File: src/sv/chtf_pkg.sv
`default_nettype none
package chtf_pkg;

  localparam int BUCKETS = 8192;
  localparam int POOL    = 8192;
  localparam int BKT_W   = $clog2(BUCKETS);
  localparam int ENT_W   = $clog2(POOL);
  localparam int CNT_W   = 14;

  localparam logic [63:0]      FNV_OFFSET    = 64'hcbf29ce484222325;
  localparam logic [CNT_W-1:0] DEFAULT_COUNT = 14'd8191;
  localparam logic [CNT_W-1:0] MAX_COUNT     = CNT_W'(BUCKETS);

  localparam logic [1:0] REQ_FIND = 2'd0;
  localparam logic [1:0] REQ_ADD  = 2'd1;
  localparam logic [1:0] REQ_DEL  = 2'd2;
  localparam logic [1:0] REQ_BAD  = 2'd3;

  typedef enum logic [2:0] {
    ST_FOUND     = 3'd0,
    ST_INSERTED  = 3'd1,
    ST_REPLACED  = 3'd2,
    ST_NOT_FOUND = 3'd3,
    ST_NO_SPACE  = 3'd4,
    ST_REJECTED  = 3'd5
  } status_t;

  typedef struct packed {
    logic [1:0]       req;
    logic [63:0]      key;
    logic [63:0]      value;
    logic [BKT_W-1:0] bucket;
    logic             reject;
  } item_t;

  typedef struct packed {
    logic             ok;
    logic [ENT_W-1:0] idx;
  } link_t;

  typedef enum logic [1:0] {
    F_IDLE,
    F_HASH,
    F_MOD,
    F_PUSH
  } front_state_t;

  typedef enum logic [2:0] {
    B_INIT,
    B_IDLE,
    B_HEAD,
    B_WALK,
    B_CMP,
    B_FREE,
    B_ALLOC
  } back_state_t;

endpackage
`default_nettype wire

File: src/sv/chtf_fifo.sv
`default_nettype none
module chtf_fifo import chtf_pkg::*; (
  input  wire logic  clk,
  input  wire logic  rst,
  input  wire logic  push,
  input  wire item_t push_item,
  output logic       full,
  input  wire logic  pop,
  output logic       q_valid,
  output item_t      q_item
);

  item_t      slots [2];
  logic       wr_ptr, rd_ptr;
  logic [1:0] fill;

  assign full    = fill == 2'd2;
  assign q_valid = fill != 2'd0;
  assign q_item  = slots[rd_ptr];

  always_ff @(posedge clk) begin
    if (rst) begin
      wr_ptr <= 1'b0;
      rd_ptr <= 1'b0;
      fill   <= 2'd0;
    end else begin
      if (push) wr_ptr <= !wr_ptr;
      if (pop) rd_ptr <= !rd_ptr;
      fill <= fill + {1'b0, push} - {1'b0, pop};
    end
  end

  always_ff @(posedge clk) begin
    if (push) slots[wr_ptr] <= push_item;
  end

endmodule
`default_nettype wire

File: config.mk
export PLATFORM = sky130hd
export DESIGN_NAME = chtf_fifo
export DESIGN_NICKNAME = d
export VERILOG_FILES = /design/src/sv/chtf_pkg.sv /design/src/sv/chtf_fifo.sv
export SDC_FILE = /design/constraint.sdc
export NUM_CORES = 1
export LEC_CHECK = 0
export ABC_AREA = 0
export BUFFER_PORTS_ARGS = -buffer_cell sky130_fd_sc_hd__clkbuf_2
export CORE_MARGIN = 2
export CORE_UTILIZATION = 45
export DETAILED_ROUTE_END_ITERATION = 10
export GPL_ROUTABILITY_DRIVEN = 0
export GPL_TIMING_DRIVEN = 0
export PLACE_DENSITY = 0.8
export SLEW_MARGIN = 0
export SYNTH_ARGS = -nofsm -noshare
export SYNTH_HDL_FRONTEND = slang
export SYNTH_SLANG_ARGS = --single-unit
File: constraint.sdc
create_clock -name clk -period 9.5 [get_ports clk]
set_input_delay 0.475 -clock clk [delete_from_list [all_inputs] [get_ports clk]]
set_output_delay 0.475 -clock clk [all_outputs]
set_load 0.02 [all_outputs]
==> flow_metrics.tcl <==
set metrics [dict create \
    cp.arrival_ns 1.89 \
    hpwl_um 14000 \
    clockBufferDepth 3 \
    slew_viol_final 0 \
    cp_common_cell "buf_6" \
    holdWs_ns 0.133 \
    cts_max_level 1 \
    start_util_pct 46.1 \
    cts.sinks 293 \
    p_per_area_nw_per_um2 215 \
    postCtsSetupRepairBufs 0 \
    comb_power_share_pct 13.8 \
    io_pins 294 \
    path_clk_slew_ns 0.06 \
    period_minus_slack_ns 2.37 \
    cp_slowest_stage_delay_ns 0.32 \
    vias 5516 \
    root_buffer "clkbuf_16" \
    crit_path_end_kind "primary output" \
    syn_area_per_cell_um2 23.1 \
    grt-ovfl-total 0 \
    coreArea_um2 23500 \
    ys_seq_elements 293 \
    portBuffers 293 \
    hold_buffers 0 \
    syn_area_um2 10800 \
    power.share.switching_pct 23.3 \
    startpoint_type "register" \
    nNetsFinal 949 \
    dieHeight_um 159 \
    critPathKind "register to primary output" \
    ys_seq_area_share_pct 80.7 \
    die_w_um 159 \
    min_path_type "input pin to register" \
    grt_max_degree 63 \
    fin_skew_ns 0.00563 \
    fillers 1792 \
    post-place-ws_ns 7.19 \
    syn-instance-count 469 \
    setup_viol 0 \
    yosysTopAreaCell "edfxtp_1" \
    p_sw_mw 0.686 \
    synth_area_leaders "edfxtp_1 80%, mux2_2 8.7%, mux2_4 8.3%, dfxtp_1 0.92%, buf_6 0.83%" \
    drive_above_1_share_pct 61.0 \
    p_leak_nw 5.36 \
    worst_pin_slew_ns 0.934 \
    routed_wl_um 20600 \
    critPathTopFamily "buffers and inverters" \
    dieArea_um2 25400 \
    pwr-share-clk_pct 34.4 \
    worst_path_max_delay_cell "dfxtp_1" \
    clk-insertion-delay-late_ns 0.53 \
    grt_pass1_vias 5965 \
    via_per_inst 4.85 \
    route.detailed.drc 0 \
    final_area_um2 13700 \
    finalCritPeriodShare_pct 24.9 \
    yosys_warnings 0 \
    seq_area_um2 8750 \
    grt_pass1_wl_um 31700 \
    fin_util_pct 58.2 \
    syn_nets 619 \
    num_rows 56 \
    p_int_mw 2.26 \
    maxCapViolations 0 \
    wire_per_inst_um 18.1 \
    firstDrtPassIters 4 \
    status "finished, final reports clean" \
    pwr-share-seq_pct 51.9 \
    slew_headroom_pct 37.6 \
    drtAntennaViolNets 0 \
    cp.required_ns 9.03 \
    numCtsBuffers 29 \
    cts_tree "yes" \
    placedCellCount 1087 \
    grt_usage_pct 15.9 \
    drt_iter0_drc 301 \
    crit_path_cell_trace "buf_6 > buf_6 > buf_6 > mux2_4 > clkbuf_2" \
    critical_path_buf_inv_count 4 \
    rsz0062_at_grt "no" \
    max-vdd-ir-drop_mv 0.160 \
    final_cells 1137 \
    final-hold-violation-count 0 \
    cp_max_fo 10 \
    setup_tns_ns 0 \
    synthToLayoutAreaGrowth_pct 26.3 \
    placed_area_um2 12900 \
    fmax_mhz 422 \
    power.total_mw 2.95 \
    diodes 0 \
    ys_types 14 \
    synth.top_cell.area_share_pct 79.8 \
    cts_resized 0 \
    multi_input_area_um2 1970 \
    fin_ws_ns 7.13 \
    antenna_found_initial 0 \
]
## layout by cell type, fill, tap and decap left out
| cell | Yosys | final |
|---|---|---|
| clkbuf_2 | 0 | 293 |
| edfxtp_1 | 288 | 288 |
| mux2_2 | 84 | 84 |
| mux2_4 | 60 | 60 |
| clkbuf_16 | 0 | 29 |
| buf_6 | 8 | 8 |
| buf_2 | 8 | 8 |
| clkinv_1 | 0 | 7 |
| clkinv_2 | 0 | 7 |
| clkbuf_1 | 0 | 6 |
| dfxtp_1 | 5 | 5 |
| nor2_1 | 4 | 4 |
| buf_12 | 0 | 4 |
| inv_1 | 2 | 2 |
| nor2b_1 | 3 | 2 |
| xnor2_1 | 2 | 2 |
| ha_1 | 2 | 2 |
| buf_16 | 0 | 2 |
| or2_2 | 1 | 1 |
| and2_4 | 0 | 1 |
| nor2b_4 | 0 | 1 |
| xnor3_1 | 1 | 1 |
| bufinv_16 | 0 | 1 |
## cells in the mapped netlist, drive strengths merged
cell,n
buf,16
and2,1
mux2,144
edfxtp,288
nor2,4
dfxtp,5
inv,2
xnor3,1
nor2b,3
xnor2,2
or2,1
ha,2
## final timing paths
path	slack, ns	from	to	depth (start not counted)
min reg2reg	0.52	rd_ptr	rd_ptr	2
max	7.13	register	q_item[137]	5
min	0.13	push_item[10]	slots[0][10]	1
max reg2reg	7.52	wr_ptr	slots[0][122]	3
## power by group through the flow
stage	logic, mW	clock network (mW)	registers (mW)
floorplan	0.259	0	1.56
global placement	0.391	0	1.57
detailed placement	0.410	0	1.56
CTS	0.412	1.04	1.53
global route	0.432	1.09	1.54
finish	0.406	1.01	1.53
## kinds of logic after synthesis
logic type | synth area share, %
fa+ha+maj | 0.231
simple gates | 0.427
buf+inv | 1.27
mux | 17.0
xor+xnor | 0.369
flops | 80.7
## routing by layer
layer	part of all wire [%]	wire [um]	GRT usage [%]	up-vias
li1	-	-	-	2531
met1	37	7710	18.0	2696
met2	51	10600	28.5	234
met3	6.9	1430	4.38	55
met4	4.3	894	6.49	0
met5	0	0	0	-
## sequential cells by signal, summed over array words and instances, names as in the netlist, named ones only
name / cells
wr_ptr: 1
fill: 2
slots: 288
rd_ptr: 1
## final cells by class
type,count,share of cell area (%)
Buffer,16,0.950
Clock buffer,35,5.46
Clock inverter,15,0.667
Inverter,2,0.0548
Multi-Input combinational cell,158,14.4
Sequential cell,293,63.9
Tap cell,319,2.91
Timing Repair Buffer,299,11.7
Power figures use the tool's default switching activity.
