[src/sv/chtf_pkg.sv]
`default_nettype none
package chtf_pkg;

  localparam int BUCKETS = 8192;
  localparam int POOL    = 8192;
  localparam int BKT_W   = $clog2(BUCKETS);
  localparam int ENT_W   = $clog2(POOL);
  localparam int CNT_W   = 14;

  localparam logic [63:0]      FNV_OFFSET    = 64'hcbf29ce484222325;
  localparam logic [CNT_W-1:0] DEFAULT_COUNT = 14'd8191;
  localparam logic [CNT_W-1:0] MAX_COUNT     = CNT_W'(BUCKETS);

  localparam logic [1:0] REQ_FIND = 2'd0;
  localparam logic [1:0] REQ_ADD  = 2'd1;
  localparam logic [1:0] REQ_DEL  = 2'd2;
  localparam logic [1:0] REQ_BAD  = 2'd3;

  typedef enum logic [2:0] {
    ST_FOUND     = 3'd0,
    ST_INSERTED  = 3'd1,
    ST_REPLACED  = 3'd2,
    ST_NOT_FOUND = 3'd3,
    ST_NO_SPACE  = 3'd4,
    ST_REJECTED  = 3'd5
  } status_t;

  typedef struct packed {
    logic [1:0]       req;
    logic [63:0]      key;
    logic [63:0]      value;
    logic [BKT_W-1:0] bucket;
    logic             reject;
  } item_t;

  typedef struct packed {
    logic             ok;
    logic [ENT_W-1:0] idx;
  } link_t;

  typedef enum logic [1:0] {
    F_IDLE,
    F_HASH,
    F_MOD,
    F_PUSH
  } front_state_t;

  typedef enum logic [2:0] {
    B_INIT,
    B_IDLE,
    B_HEAD,
    B_WALK,
    B_CMP,
    B_FREE,
    B_ALLOC
  } back_state_t;

endpackage
`default_nettype wire

[src/sv/chtf_front.sv]
`default_nettype none
module chtf_front import chtf_pkg::*; (
  input  wire logic             clk,
  input  wire logic             rst,
  input  wire logic             start,
  input  wire logic [1:0]       req_type,
  input  wire logic [63:0]      key,
  input  wire logic [63:0]      value,
  input  wire logic [CNT_W-1:0] bucket_count,
  input  wire logic             init_busy,
  input  wire logic             q_full,
  output logic                  busy,
  output logic                  push,
  output item_t                 push_item
);

  front_state_t     state, state_next;
  logic [63:0]      h;
  logic [3:0]       cnt;
  logic [CNT_W-1:0] m;
  logic [CNT_W-1:0] r;
  item_t            item;
  logic             accept;
  logic [63:0]      h_mul;
  logic [7:0]       byte_in;
  logic [CNT_W-1:0] r_step;
  logic [CNT_W-1:0] m_sel;

  assign busy   = (state != F_IDLE) || init_busy;
  assign accept = start && !busy;

  // prime = 2^40 + 0x1b3, done as shift-add
  assign h_mul = (h << 40) + (h << 8) + (h << 7) + (h << 5) + (h << 4) + (h << 1) + h;
  assign byte_in = item.key[cnt[2:0]*8 +: 8];

  always_comb begin
    if (bucket_count == '0) begin
      m_sel = DEFAULT_COUNT;
    end else if (bucket_count > MAX_COUNT) begin
      m_sel = MAX_COUNT;
    end else begin
      m_sel = bucket_count;
    end
  end

  // four restoring steps per cycle; r < m so one subtract each
  always_comb begin
    logic [CNT_W-1:0] t;
    t = r;
    for (int i = 0; i < 4; i++) begin
      t = {t[CNT_W-2:0], h[63-i]};
      if (t >= m) begin
        t = t - m;
      end
    end
    r_step = t;
  end

  always_comb begin
    state_next = state;
    case (state)
      F_IDLE: begin
        if (accept) begin
          if (key == '0 || req_type == REQ_BAD || (req_type == REQ_ADD && value == '0)) begin
            state_next = F_PUSH;
          end else begin
            state_next = F_HASH;
          end
        end
      end
      F_HASH: if (cnt == 4'd7) state_next = F_MOD;
      F_MOD:  if (cnt == 4'd15) state_next = F_PUSH;
      F_PUSH: if (!q_full) state_next = F_IDLE;
      default: state_next = F_IDLE;
    endcase
  end

  always_comb begin
    push      = (state == F_PUSH) && !q_full;
    push_item = item;
    push_item.bucket = r[BKT_W-1:0];
  end

  always_ff @(posedge clk) begin
    if (rst) begin
      state <= F_IDLE;
    end else begin
      state <= state_next;
    end
  end

  always_ff @(posedge clk) begin
    case (state)
      F_IDLE: begin
        if (accept) begin
          item.req    <= req_type;
          item.key    <= key;
          item.value  <= value;
          item.bucket <= '0;
          item.reject <= key == '0 || req_type == REQ_BAD || (req_type == REQ_ADD && value == '0);
          h           <= FNV_OFFSET;
          cnt         <= '0;
          m           <= m_sel;
          r           <= '0;
        end
      end
      F_HASH: begin
        h   <= h_mul ^ {56'd0, byte_in};
        cnt <= (cnt == 4'd7) ? 4'd0 : cnt + 4'd1;
      end
      F_MOD: begin
        h   <= h << 4;
        r   <= r_step;
        cnt <= cnt + 4'd1;
      end
      default: begin
      end
    endcase
  end

endmodule
`default_nettype wire

[config.mk]
export PLATFORM = sky130hd
export DESIGN_NAME = chtf_front
export DESIGN_NICKNAME = d
export VERILOG_FILES = /design/src/sv/chtf_pkg.sv /design/src/sv/chtf_front.sv
export SDC_FILE = /design/constraint.sdc
export NUM_CORES = 1
export LEC_CHECK = 0
export ABC_AREA = 1
export BUFFER_PORTS_ARGS = -buffer_cell sky130_fd_sc_hd__buf_4
export CAP_MARGIN = 40
export CORE_MARGIN = 4
export CORE_UTILIZATION = 40
export CTS_CLUSTER_DIAMETER = 40
export DETAILED_ROUTE_END_ITERATION = 6
export MAX_ROUTING_LAYER = met4
export SYNTH_ARGS = -nofsm -noshare
export SYNTH_HDL_FRONTEND = slang
export SYNTH_SLANG_ARGS = --single-unit
[constraint.sdc]
create_clock -name clk -period 7.6 [get_ports clk]
set_clock_uncertainty 0.1 [all_clocks]
set_input_delay 0.76 -clock clk [delete_from_list [all_inputs] [get_ports clk]]
set_output_delay 0.76 -clock clk [all_outputs]
set_load 0.01 [all_outputs]
==> results of run 1 <==
==> cell usage in the layout, fill, tap and decap left out, types with 19 or more instances in the layout <==
master / count
fa_1: 255
nand2_1: 761
xnor2_1: 24
o21ai_0: 82
clkbuf_16: 39
xor2_1: 20
nand3_1: 165
inv_1: 639
edfxtp_1: 226
nor4_1: 19
ha_1: 167
a21oi_1: 185
buf_4: 317
nand4_1: 40
nor2_1: 220
==> kinds of logic after synthesis <==
logic type / after synthesis
AOI/OAI and AO/OA: 342
xor gates and xnor gates: 44
adders and majority gates: 423
buffers and inverters: 693
DFF: 228
and+or+nand+nor: 1287
==> registers in the layout (all words and copies together), names as in the netlist <==
| signal | flops |
|---|---|
| cnt | 4 |
| r | 13 |
| push_item | 131 |
| m | 14 |
| state | 2 |
| h | 64 |
==> critical path, delay by kind of cell, from the launching register on <==
kind            cells  cell delay [ns]
flops               1             0.50
buf+inv             7             0.80
compound gates      9             1.57
fa+ha+maj           4             1.37
simple gates       20             2.45
==> layout make-up <==
class | instances | area [um2]
timing repair buffer | 319 | 2430
clock inverter | 27 | 390
inverter | 650 | 2450
clock buffer | 42 | 987
antenna | 2 | 5.00
tap | 782 | 978
multi-input combinational | 2096 | 15000
fill | 5916 | 31300
sequential | 228 | 6830
==> metal layers <==
metal	vias up	GRT usage, %	share of wire, %
met5	-	-	0
met4	0	5.30	2.3
met3	95	4.82	7.6
met2	689	39.5	46
met1	9930	34.0	44
li1	10200	-	-
==> per-stage QoR <==
| step | hold WS, ns | setup slack, ns | utilization (%) | setup TNS (ns) |
|---|---|---|---|---|
| global route | 0.251 | -0.0692 | 48.1 | -0.439 |
| global placement | 0.478 | 0.562 | 45.7 | 0 |
| finish | 0.275 | 0.514 | 48.1 | 0 |
| floorplan | 0.445 | 0.991 | - | 0 |
| detailed placement | 0.491 | 0.491 | 45.7 | 0 |
| CTS | 0.246 | 0.469 | 48.0 | 0 |
==> worst min-delay path by stage <==
| stage | startpoint | endpoint | slack [ns] | cells after the start |
|---|---|---|---|---|
| 6_report | value[13] | push_item[27] | 0.27 | 1 |
| 5_1_grt | value[30] | push_item[44] | 0.25 | 1 |
| 4_1_cts | value[13] | push_item[27] | 0.25 | 1 |
| 3_5_place_dp | state[0] | state[0] | 0.49 | 2 |
| 3_3_place_gp | state[0] | state[0] | 0.48 | 2 |
| 2_1_floorplan | state[1] | state[1] | 0.44 | 2 |
==> what timing repair did <==
item                                    4_1_cts  5_1_grt
endpoints found under the setup margin        0       13
gates resized for setup                       0        2
setup buffers                                 0        4
==> impl_summary.log, run 1 <==
INFO  metric status = completed
INFO  metric tritoncts = built
INFO  metric via_count_of_the_first_global_routing_pass = ~21000
INFO  metric drt_wl_total = 79000 um
INFO  metric endpoint_of_the_worst_setup_timing_path = r[5]
INFO  metric max_slew_margin = 42.2%
INFO  metric finish.instance_area = 29000 um2
INFO  metric max_freq = ~140 MHz
INFO  metric synth.most_common_cell = nand2_1
INFO  metric post-route-period-util = just over 90%
INFO  metric yosys.area_share.xor_xnor = under 10%
INFO  metric reg2regPathDepth = 40
INFO  metric cts.hold.buffers_added = 0
INFO  metric groute.usage.overall = around 25%
INFO  metric drtAntennaViolNets = 0
INFO  metric hold_class = in2reg
INFO  metric path_class = reg2reg
INFO  metric vias_per_cell = 5.04
INFO  metric setup_violations = 0
INFO  metric worst_path_fanout_max = 14
INFO  metric overflow = 0
INFO  metric synth_top_family_by_area = adder cells
INFO  metric cts_root_buffer = clkbuf_16
INFO  metric critPathLaunch = r[4]
INFO  metric total_via_count_after_detailed_routing = 20900
INFO  metric postSynth.asyncResetShare = 0%
INFO  metric cp_slowest_stage_delay = around 0.50 ns
INFO  metric clock_tree.htree_level_count = 2
INFO  metric ys_types = 50
INFO  metric edff_count_synth = 226
INFO  metric ys.warnings.count = 0
INFO  metric most_used_cell_cp = nand2_1
INFO  metric worst_skew_pair.late_latency = approximately 0.56 ns
INFO  metric chipHeight = about 260 um
INFO  metric numCtsBuffers = 39
INFO  metric gp_congestion = roughly 0.98
INFO  metric synth.ff_latch_count = between 200 and 250
INFO  metric die_w = approximately 260 um
INFO  metric cap_violations = 0
INFO  metric post_route_cells_drive_above_1_share = about an eighth
INFO  metric post-dp-hpwl = around 66000 um
INFO  metric netlist_area = around 24000 um2
INFO  metric floorplan.rows = 90
INFO  metric synth_simple_gate_area_share = between 20% and 30%
INFO  metric ios = a little under 300
INFO  metric synth-compound-area-share = around 7.7%
INFO  metric ys_dominant_reg_cell = edfxtp_1
INFO  metric syn_nets = ~3600
INFO  metric detail_route.drc_violations = 0
INFO  metric final_period_minus_worst_setup_slack = slightly above 7 ns
INFO  metric post-place-cells = ~4100
INFO  metric launch_point_of_the_worst_reg_to_reg_path = r[4]
INFO  metric slew_viol_final = 0
INFO  metric critical_path.startpoint_type = flip-flop
INFO  metric antenna_found_initial = 2
INFO  metric initial_utilization = approximately 40%
INFO  metric synth-adder-area-share = between 20% and 30%
INFO  metric synthCells = 3017
INFO  metric io_buffers = 294
INFO  metric wl_per_cell = ~19 um
INFO  metric syn-mean-instance-area = between 8 and 9 um2
INFO  metric synth.top_cells.by_area = edfxtp_1 28%, fa_1 21%, nand2_1 12%
INFO  metric worst_ep_arrival_time = 7.27 ns
INFO  metric area_share_of_the_largest_cell_type_after_synthesis = ~28%
INFO  metric grt_max_degree = 66
INFO  metric initialDrtViolationCount = 1605
INFO  metric reg2reg_setup_slack = 0.51 ns
INFO  metric crit_path_top_delay_cell = edfxtp_1
INFO  metric worst_setup_path_end_kind = flip-flop
INFO  metric synthTopCellsByCount = 761 x nand2_1, 640 x inv_1, 255 x fa_1
INFO  metric area_growth_syn_to_layout = 18.9%
INFO  metric nNetsFinal = about 3900
INFO  metric post-synth-top-area-cell = edfxtp_1
INFO  metric reg2reg_to = r[5]
INFO  metric worst-endpoint-required = between 7 and 8 ns
INFO  metric seq_area_frac_synth = between 20% and 30%
INFO  metric final_report_hold_violation_count = 0
INFO  metric placement.cell_area = about 28000 um2
INFO  metric rsz0062_at_grt = yes
INFO  metric timing_worst_slew_pin_value = slightly below 0.9 ns
INFO  metric first_pass_grt_wire_length = approximately 120000 um
INFO  metric cts.clk_slew.worst_paths = around 0.06 ns
INFO  metric stdcell_count = between 4000 and 5000
INFO  metric dieArea = about 65000 um2
INFO  metric largest_buffer_count_on_any_clock_path = 3
INFO  metric drt_pre_antenna_iters = 6
INFO  metric yosys-mux-area-fraction = 0%
INFO  metric placeableCoreArea = ~60000 um2
INFO  metric clock-sinks = 228
Power of run 1 is not shown: default switching activity piles up to over one toggle a cycle in this logic, so the estimate is an artifact.
==> run 2, diff against run 1 <==
MAX_ROUTING_LAYER = not set   (was met4)
==> run 2 against run 1 <==
- the run now ends with DRC left
- hold slack lost 0.014 ns
- cell count rose by 0.27%
- cell area grew 0.24%
- critical endpoint is now r[1]
- core utilization grew 0.11 points
- critical path depth shrank 3
==> impl_summary.log, run 2 (synthesis gave the netlist of run 1 again) <==
INFO  metric detail_route.drc_violations = 12
INFO  metric worst_ep_arrival_time = approximately 7.3 ns
INFO  metric clock-sinks = approximately 230
INFO  metric area_growth_syn_to_layout = 19.2%
INFO  metric wl_per_cell = about 19 um
INFO  metric ios = just under 300
INFO  metric cts.clk_slew.worst_paths = approximately 0.060 ns
INFO  metric numCtsBuffers = 41
INFO  metric worst-endpoint-required = a little under 8 ns
INFO  metric post_route_cells_drive_above_1_share = 13.4%
INFO  metric cp_slowest_stage_delay = ~0.56 ns
INFO  metric chipHeight = about 260 um
INFO  metric worst_setup_path_end_kind = flip-flop
INFO  metric utilization = between 40% and 50%
INFO  metric timing.critical_path.buf_inv = 8
INFO  metric via_count_of_the_first_global_routing_pass = roughly 21000
INFO  metric max_freq = roughly 140 MHz
INFO  metric die_w = ~260 um
INFO  metric layout_common_cells = 760 x nand2_1, 638 x inv_1, 322 x buf_4
INFO  metric fillers = 5920
INFO  metric grt_max_degree = a little under 70
INFO  metric met1_usage = roughly a third
INFO  metric seq_area = around 7000 um2
INFO  metric cts_root_buffer = clkbuf_16
INFO  metric crit_path_top_delay_cell = edfxtp_1
INFO  metric global_route.peak_usage_layer = met2
INFO  metric status = complete, but fails checks
INFO  metric final_period_minus_worst_setup_slack = between 7 and 8 ns
INFO  metric most_used_cell_cp = nand2_1
INFO  metric post-dp-hpwl = between 60000 and 70000 um
INFO  metric hold_class = in2reg
INFO  metric path_class = reg2reg
INFO  metric floorplan.rows = 90
INFO  metric tritoncts = built
INFO  metric groute.usage.overall = around a quarter
INFO  metric most_frequent_standard_cell_in_the_layout_excluding_fill_and_tap_cells = nand2_1
INFO  metric worst_skew_pair.late_latency = 0.58 ns
INFO  metric cap_violations = 0
INFO  metric gp_congestion = 0.959
INFO  metric first_pass_grt_wire_length = 121000 um
INFO  metric antenna_found_initial = 4
INFO  metric final_report_hold_violation_count = 0
INFO  metric drt_pre_antenna_iters = 7
INFO  metric placeableCoreArea = around 60000 um2
INFO  metric overflow = 0
INFO  metric largest_register_ff_count = ~130
INFO  metric post-route-period-util = between 90% and 100%
INFO  metric multi_input_area = about 15000 um2
INFO  metric total_via_count_after_detailed_routing = 21000
INFO  metric nNetsFinal = between 3000 and 4000
INFO  metric io_buffers = just under 300
INFO  metric global_route.usage.met2 = 38.8%
INFO  metric drt_wl_total = ~78000 um
INFO  metric dieArea = ~65000 um2
INFO  metric timing_worst_slew_pin_value = around 0.94 ns
INFO  metric slew_viol_final = 0
INFO  metric max_slew_margin = 37.5%
INFO  metric finish.instance_area = between 20000 and 30000 um2
INFO  metric critical_path.startpoint_type = flip-flop
INFO  metric reg2reg_setup_slack = just under 0.5 ns
INFO  metric family_with_the_most_delay_on_the_worst_path = simple AND/OR/NAND/NOR gates
INFO  metric placement.cell_area = approximately 28000 um2
INFO  metric initial_utilization = 40.5%
INFO  metric drtAntennaViolNets = 0
INFO  metric vias_per_cell = between 5 and 6
INFO  metric setup_violations = 0
INFO  metric largest_buffer_count_on_any_clock_path = 3
INFO  metric violated_checks = DRC
INFO  metric grtUsageMet3 = approximately 5.2%
INFO  metric worst_path_fanout_max = 14
INFO  metric initialDrtViolationCount = between 1500 and 2000
INFO  metric clock_tree.htree_level_count = 2
==> run 2: changes by cell type in the layout (fill, tap and decap cells not counted), sizes merged <==
cell and change:
buf +5, bufinv -6, clkbuf +2, clkinv +5, clkinvlp +4, inv +1
==> run 2: what timing repair did <==
action,in CTS,in global routing
endpoints found under the hold margin,0,0
endpoints found under the setup margin,0,13
gates resized for setup,0,11
hold buffers,0,0
buffers inserted,0,9
==> run 2: layer usage <==
layer / share of wire (%) / up-vias
met1: 44 / 9977
li1: - / 10200
met2: 46 / 711
met5: 0.042 / -
met3: 7.6 / 108
met4: 2.5 / 4
==> run 2: layout make-up <==
type / instances / share of cell area, %
diodes: 2 / 0.0172
clock inverters: 31 / 1.15
flip-flops and latches: 228 / 23.5
clock buffers: 44 / 3.56
inverters: 650 / 8.44
well taps: 782 / 3.36
multi-input cells: 2096 / 51.5
repair buffers: 324 / 8.47
==> run 2: final timing paths <==
path | from | to | cells after the start
worst max-delay path | m[1] | r[1] | 37
worst min-delay path | value[43] | push_item[57] | 1
worst max register to register | m[1] | r[1] | 37
worst min register to register | state[0] | state[0] | 2
==> run 2: per-stage QoR <==
| stage | TNS [ns] | std cells | hold WS (ns) | setup slack [ns] |
|---|---|---|---|---|
| 2_1_floorplan | 0 | 3017 | 0.445 | 0.991 |
| 3_3_place_gp | 0 | 4070 | 0.486 | 0.444 |
| 3_5_place_dp | 0 | 4071 | 0.486 | 0.252 |
| 4_1_cts | 0 | 4146 | 0.232 | 0.225 |
| 5_1_grt | -0.0450 | 4156 | 0.237 | -0.0450 |
| 6_report | 0 | 4157 | 0.261 | 0.494 |
Power of run 2 is left out for the same reason.
